## config.mk

```make
export PLATFORM = sky130hd
export DESIGN_NAME = vpm_ctrl
export DESIGN_NICKNAME = d
export VERILOG_FILES = /design/src/sv/vpm_pkg.sv /design/src/sv/vpm_ctrl.sv
export SDC_FILE = /design/constraint.sdc
export NUM_CORES = 1
export LEC_CHECK = 0
export CAP_MARGIN = 0
export CORE_AREA = 2 2 39 41
export DETAILED_ROUTE_END_ITERATION = 7
export DIE_AREA = 0 0 41 43
export DONT_BUFFER_PORTS = 1
export PLACE_DENSITY_LB_ADDON = 0.3
export SLEW_MARGIN = 40
export SYNTH_ARGS = -nofsm -noshare
export SYNTH_HDL_FRONTEND = slang
export SYNTH_SLANG_ARGS = --single-unit
```

## constraint.sdc

```tcl
create_clock -name i_clk -period 2.05 [get_ports i_clk]
set_clock_uncertainty 0.05 [all_clocks]
set_input_delay 0.205 -clock i_clk [delete_from_list [all_inputs] [get_ports i_clk]]
set_output_delay 0.205 -clock i_clk [all_outputs]
set_load 0.005 [all_outputs]
```

## src/sv/vpm_pkg.sv

```systemverilog
// Shared widths, codes, state type and control structs of the voxel point map.
`default_nettype none

package vpm_pkg;

    // Field widths
    localparam int COORD_W    = 32;
    localparam int VS_W       = 20;
    localparam int CAP_W      = 6;
    localparam int RANGE_W    = 24;
    localparam int REQ_W      = 2;
    localparam int STATUS_W   = 3;
    localparam int TOTAL_W    = 14;
    localparam int REMOVED_W  = 9;
    localparam int RSLOT_W    = 8;
    localparam int RIDX_W     = 5;
    localparam int KEY_W      = 3 * COORD_W;

    // Stream and configuration port widths
    localparam int S_DATA_W   = 112;
    localparam int S_USER_W   = 3;
    localparam int M_DATA_W   = 120;
    localparam int M_USER_W   = 3;
    localparam int CFG_IDX_W  = 2;
    localparam int CFG_DATA_W = 24;

    // Prune distance test: gaps at or above 2^GAP_W are always out of range
    localparam int GAP_W      = RANGE_W + 1;
    localparam int SQ_W       = 2 * GAP_W;

    // Request codes
    localparam logic [REQ_W-1:0] REQ_INSERT = 2'd0;
    localparam logic [REQ_W-1:0] REQ_PRUNE  = 2'd1;
    localparam logic [REQ_W-1:0] REQ_READ   = 2'd2;

    // Result status codes
    localparam logic [STATUS_W-1:0] ST_STORED     = 3'd0;
    localparam logic [STATUS_W-1:0] ST_VOXEL_FULL = 3'd1;
    localparam logic [STATUS_W-1:0] ST_TABLE_FULL = 3'd2;
    localparam logic [STATUS_W-1:0] ST_SKIPPED    = 3'd3;
    localparam logic [STATUS_W-1:0] ST_PRUNED     = 3'd4;
    localparam logic [STATUS_W-1:0] ST_READ_OK    = 3'd5;
    localparam logic [STATUS_W-1:0] ST_READ_EMPTY = 3'd6;

    // Configuration register indexes
    localparam logic [CFG_IDX_W-1:0] CFG_VOXEL_SIZE = 2'd0;
    localparam logic [CFG_IDX_W-1:0] CFG_MAX_POINTS = 2'd1;
    localparam logic [CFG_IDX_W-1:0] CFG_MAX_RANGE  = 2'd2;

    // Configuration reset values
    localparam logic [VS_W-1:0]    RST_VOXEL_SIZE = 20'd512;
    localparam logic [CAP_W-1:0]   RST_MAX_POINTS = 6'd20;
    localparam logic [RANGE_W-1:0] RST_MAX_RANGE  = 24'd102400;

    typedef enum logic [3:0] {
        S_IDLE,
        S_DECODE,
        S_DIV_GO,
        S_DIV_WAIT,
        S_SRCH_GO,
        S_SRCH_WAIT,
        S_INS_CNT,
        S_INS_WR,
        S_PRN_GO,
        S_PRN_WAIT,
        S_RD_CNT,
        S_RD_PT,
        S_RD_DONE,
        S_FINISH
    } t_state;

    typedef struct packed {
        logic load;
        logic div_start;
        logic walk_start;
        logic walk_prune;
        logic ins_cnt_rd;
        logic ins_wr;
        logic rd_cnt_rd;
        logic rd_pt_rd;
        logic rd_finish;
        logic out_load;
    } t_cmd;

    typedef struct packed {
        logic [REQ_W-1:0] req;
        logic             finite;
        logic             div_done;
        logic             walk_done;
        logic             slot_found;
        logic             out_free;
    } t_stat;

endpackage

`default_nettype wire

```

## src/sv/vpm_ctrl.sv

```systemverilog
// Request sequencer of the voxel point map.
`default_nettype none

module vpm_ctrl (
    input  wire logic           i_clk,
    input  wire logic           i_rst_n,
    input  wire logic           i_s_tvalid,
    output logic                o_s_tready,
    output vpm_pkg::t_cmd       o_cmd,
    input  wire vpm_pkg::t_stat i_stat
);
    import vpm_pkg::*;

    t_state r_state;
    t_state n_state;

    always_ff @(posedge i_clk) begin
        if (!i_rst_n) begin
            r_state <= S_IDLE;
        end else begin
            r_state <= n_state;
        end
    end

    // Next state
    always_comb begin
        n_state = r_state;
        case (r_state)
            S_IDLE: begin
                if (i_s_tvalid) n_state = S_DECODE;
            end
            S_DECODE: begin
                case (i_stat.req)
                    REQ_INSERT: n_state = i_stat.finite ? S_DIV_GO : S_FINISH;
                    REQ_PRUNE:  n_state = S_PRN_GO;
                    REQ_READ:   n_state = S_RD_CNT;
                    default:    n_state = S_FINISH;
                endcase
            end
            S_DIV_GO:    n_state = S_DIV_WAIT;
            S_DIV_WAIT: begin
                if (i_stat.div_done) n_state = S_SRCH_GO;
            end
            S_SRCH_GO:   n_state = S_SRCH_WAIT;
            S_SRCH_WAIT: begin
                if (i_stat.walk_done) n_state = S_INS_CNT;
            end
            S_INS_CNT:   n_state = i_stat.slot_found ? S_INS_WR : S_FINISH;
            S_INS_WR:    n_state = S_FINISH;
            S_PRN_GO:    n_state = S_PRN_WAIT;
            S_PRN_WAIT: begin
                if (i_stat.walk_done) n_state = S_FINISH;
            end
            S_RD_CNT:    n_state = S_RD_PT;
            S_RD_PT:     n_state = S_RD_DONE;
            S_RD_DONE:   n_state = S_FINISH;
            S_FINISH: begin
                if (i_stat.out_free) n_state = S_IDLE;
            end
            default:     n_state = S_IDLE;
        endcase
    end

    // Commands; hold the input closed while in reset
    always_comb begin
        o_cmd            = '0;
        o_s_tready       = 1'b0;
        case (r_state)
            S_IDLE: begin
                o_s_tready = i_rst_n;
                o_cmd.load = i_s_tvalid && i_rst_n;
            end
            S_DIV_GO:  o_cmd.div_start = 1'b1;
            S_SRCH_GO: o_cmd.walk_start = 1'b1;
            S_INS_CNT: o_cmd.ins_cnt_rd = 1'b1;
            S_INS_WR:  o_cmd.ins_wr = 1'b1;
            S_PRN_GO: begin
                o_cmd.walk_start = 1'b1;
                o_cmd.walk_prune = 1'b1;
            end
            S_RD_CNT:  o_cmd.rd_cnt_rd = 1'b1;
            S_RD_PT:   o_cmd.rd_pt_rd = 1'b1;
            S_RD_DONE: o_cmd.rd_finish = 1'b1;
            S_FINISH:  o_cmd.out_load = i_stat.out_free;
            default: ;
        endcase
    end

endmodule

`default_nettype wire

```

==> reports/qor.yml <==
route:
  ant_nets: 0
  via_per_inst: 6.16
  wl_per_cell_um: 14.0
  firstDrtPassIters: 5
  drt_iter0_markers: 26
  drt-total-wl_um: 1300
  via_count: 573
  drc: 0
finish:
  fill_cells: 152
  fin_area_um2: 553
  final_net_count: 91
  top_register: "r_state"
  largest_reg_flops: 4
  multiInputGateArea_um2: 419
  insertedDiodeCount: 0
  drive_gt1_frac: 0.104
  top_regs: "r_state (4)"
  area_growth_pct: 1.38
  seqCellArea_um2: 80.1
setup_path:
  start_kind: "flip-flop"
  worstSetupPathType: "reg2out"
  cp-end-kind: "output port"
  r2r_start: "r_state[3]"
  crit_fanout: 17
  worstPathRequired_ns: 1.79
  arrival_ns: 1.50
  startpoint: "r_state[0]"
timing:
  finalCriticalPeriod_ns: 1.76
  worst_pin_slew_ns: 0.633
  finalHoldViolCount: 0
  finalMaxSlewViolations: 0
  setup_slack_ns: 0.295
  min_period_over_period: 0.856
  tns_ns: 0
  setup_viol: 0
  max_freq_ghz: 0.570
  relSlewSlack: 0.578
  rsz0062_at_grt: "no"
yosys:
  synth_adder_area_share: 0.0459
  synthCells: 80
  yosysWarningCount: 0
  synthSimpleGateAreaFrac: 0.411
  synth_cell_type_count: 30
  ys_seq_elements: 4
  synth_compound_area_frac: 0.239
  synth_fp_nets: 92
  synthXorXnorAreaFrac: 0.0161
  ys_seq_area_frac: 0.147
  synth_mux_area_frac: 0.0573
  synth_area_um2: 546
  synth_top_family_by_area: "simple AND/OR/NAND/NOR gates"
  synth_area_leaders: "dfxtp_1 15%, nor2_1 7.6%, nand2b_1 6.9%"
  yosys.area.top_type: "dfxtp_1"
  yosysTopAreaCellShare: 0.147
  avgSynthCellArea_um2: 6.82
job:
  cap_violations: 0
global_route:
  grt_start_max_net_pins: 20
  grt_usage: 0.155
  grt_pass1_vias: 460
  grt-ovfl-total: 0
  grt_pass1_wl_um: 1950
  antenna_found_initial: 0
min_path:
  hold_class: "in2reg"
  min_from: "i_rst_n"
die:
  dieArea_um2: 1760
  core_area_um2: 1380
  rows: 14
  die_w_um: 41
  start_util: 0.394
  die_h_um: 43
  io_pins: 21
cts:
  cts_hold_buf: 0
  clockBufferDepth: 2
  post-cts-setup-buffers: 0
  ctsRootBufferMaster: "clkbuf_4"
  insertion_delay_ns: 0.23
  cts_buffers: 3
  cts.repair.resized: 0
  clock-sinks: 4
  clkTransAtPathRegs_ns: 0.04
  cts_tree: "yes"
  cts_max_level: 1
placed_design:
  place_ws_ns: 0.400
  port_buffers: 0
  place_congestion: 0.819
  dpl-instance-area_um2: 531
  dp_hpwl_um: 954
power_and_ir_drop:
  p_per_area_nw_per_um2: 1300
  power.leakage_nw: 0.198
  max-vdd-ir-drop_mv: 0.371
outcome:
  status: "completed"
## synthesized netlist by cell type (all sizes together)
library cell / count
a21oi: 6
o221a: 1
and3: 1
nor4b: 1
buf: 6
mux2: 1
nor3b: 3
nand3: 2
or2: 1
nand4b: 1
ha: 2
dfxtp: 4
o31a: 1
xnor2: 1
nand2: 9
and2: 1
o22ai: 2
inv: 3
nor2: 11
o211ai: 1
nor2b: 1
o2111ai: 1
nand2b: 6
o21ai: 6
nor3: 5
o32ai: 1
mux2i: 2
## final cells by class
class,count,share of cell area
multi-input cells,67,0.758
flip-flops and latches,4,0.145
clock buffers,3,0.0407
well taps,16,0.0362
inverters,3,0.0204
## metal layers
layer / up-vias / global-route usage / wire [um]
li1: 278 / - / -
met1: 261 / 0.218 / 568
met2: 28 / 0.213 / 603
met3: 6 / 0.0471 / 102
met4: 0 / 0.0667 / 29
met5: - / 0 / 0
## cell usage in the layout (no fill, tap or decap), drive strengths merged
cell type,Yosys,layout
nor2,11,11
nand2,9,9
nand2b,6,6
a21oi,6,6
o21ai,6,6
nor3,5,5
dfxtp,4,4
inv,3,3
clkbuf,0,3
nor3b,3,3
nand3,2,2
mux2i,2,2
o22ai,2,2
ha,2,2
nor2b,1,1
and3,1,1
nor4b,1,1
and2,1,1
xnor2,1,1
or2,1,1
o211ai,1,1
o2111ai,1,1
mux2,1,1
nand4b,1,1
o221a,1,1
o32ai,1,1
o31a,1,1
## worst max-delay path, cell delays in order, from the launching register on
cell	delay (ns)
dfxtp_1	0.66
nor2b_1	0.38
and3_1	0.23
## cells by family (layout without fill, tap and decap cells)
kind of cell,count (synthesis),in the layout
compound gates,19,19
xor+xnor,1,1
fa+ha+maj,2,2
buf+inv,9,6
flops,4,4
mux,3,3
simple gates,42,42
## power breakdown
part           total, mW  internal (mW)  switching [mW]
clock             0.0938         0.0652          0.0285
sequential         0.264          0.112           0.152
combinational      0.361          0.179           0.182
## per-stage QoR
stage	instances	hold WS [ns]	power (mW)	utilization
6_report	93	0.0538	0.719	0.400
5_1_grt	93	0.0754	0.782	0.400
4_1_cts	93	0.0513	0.719	0.400
3_5_place_dp	90	0.286	0.624	0.383
3_3_place_gp	90	0.276	0.617	0.383
2_1_floorplan	80	0.270	0.577	-
## worst paths after layout
check	cells past startpoint	to	slack [ns]
worst max-delay path	2	o_cmd[2]	0.29
worst min-delay path	2	r_state[2]	0.05
worst max register to register	4	r_state[3]	0.40
worst min register to register	2	r_state[3]	0.70
No activity file was read; power rests on OpenSTA's default activity.
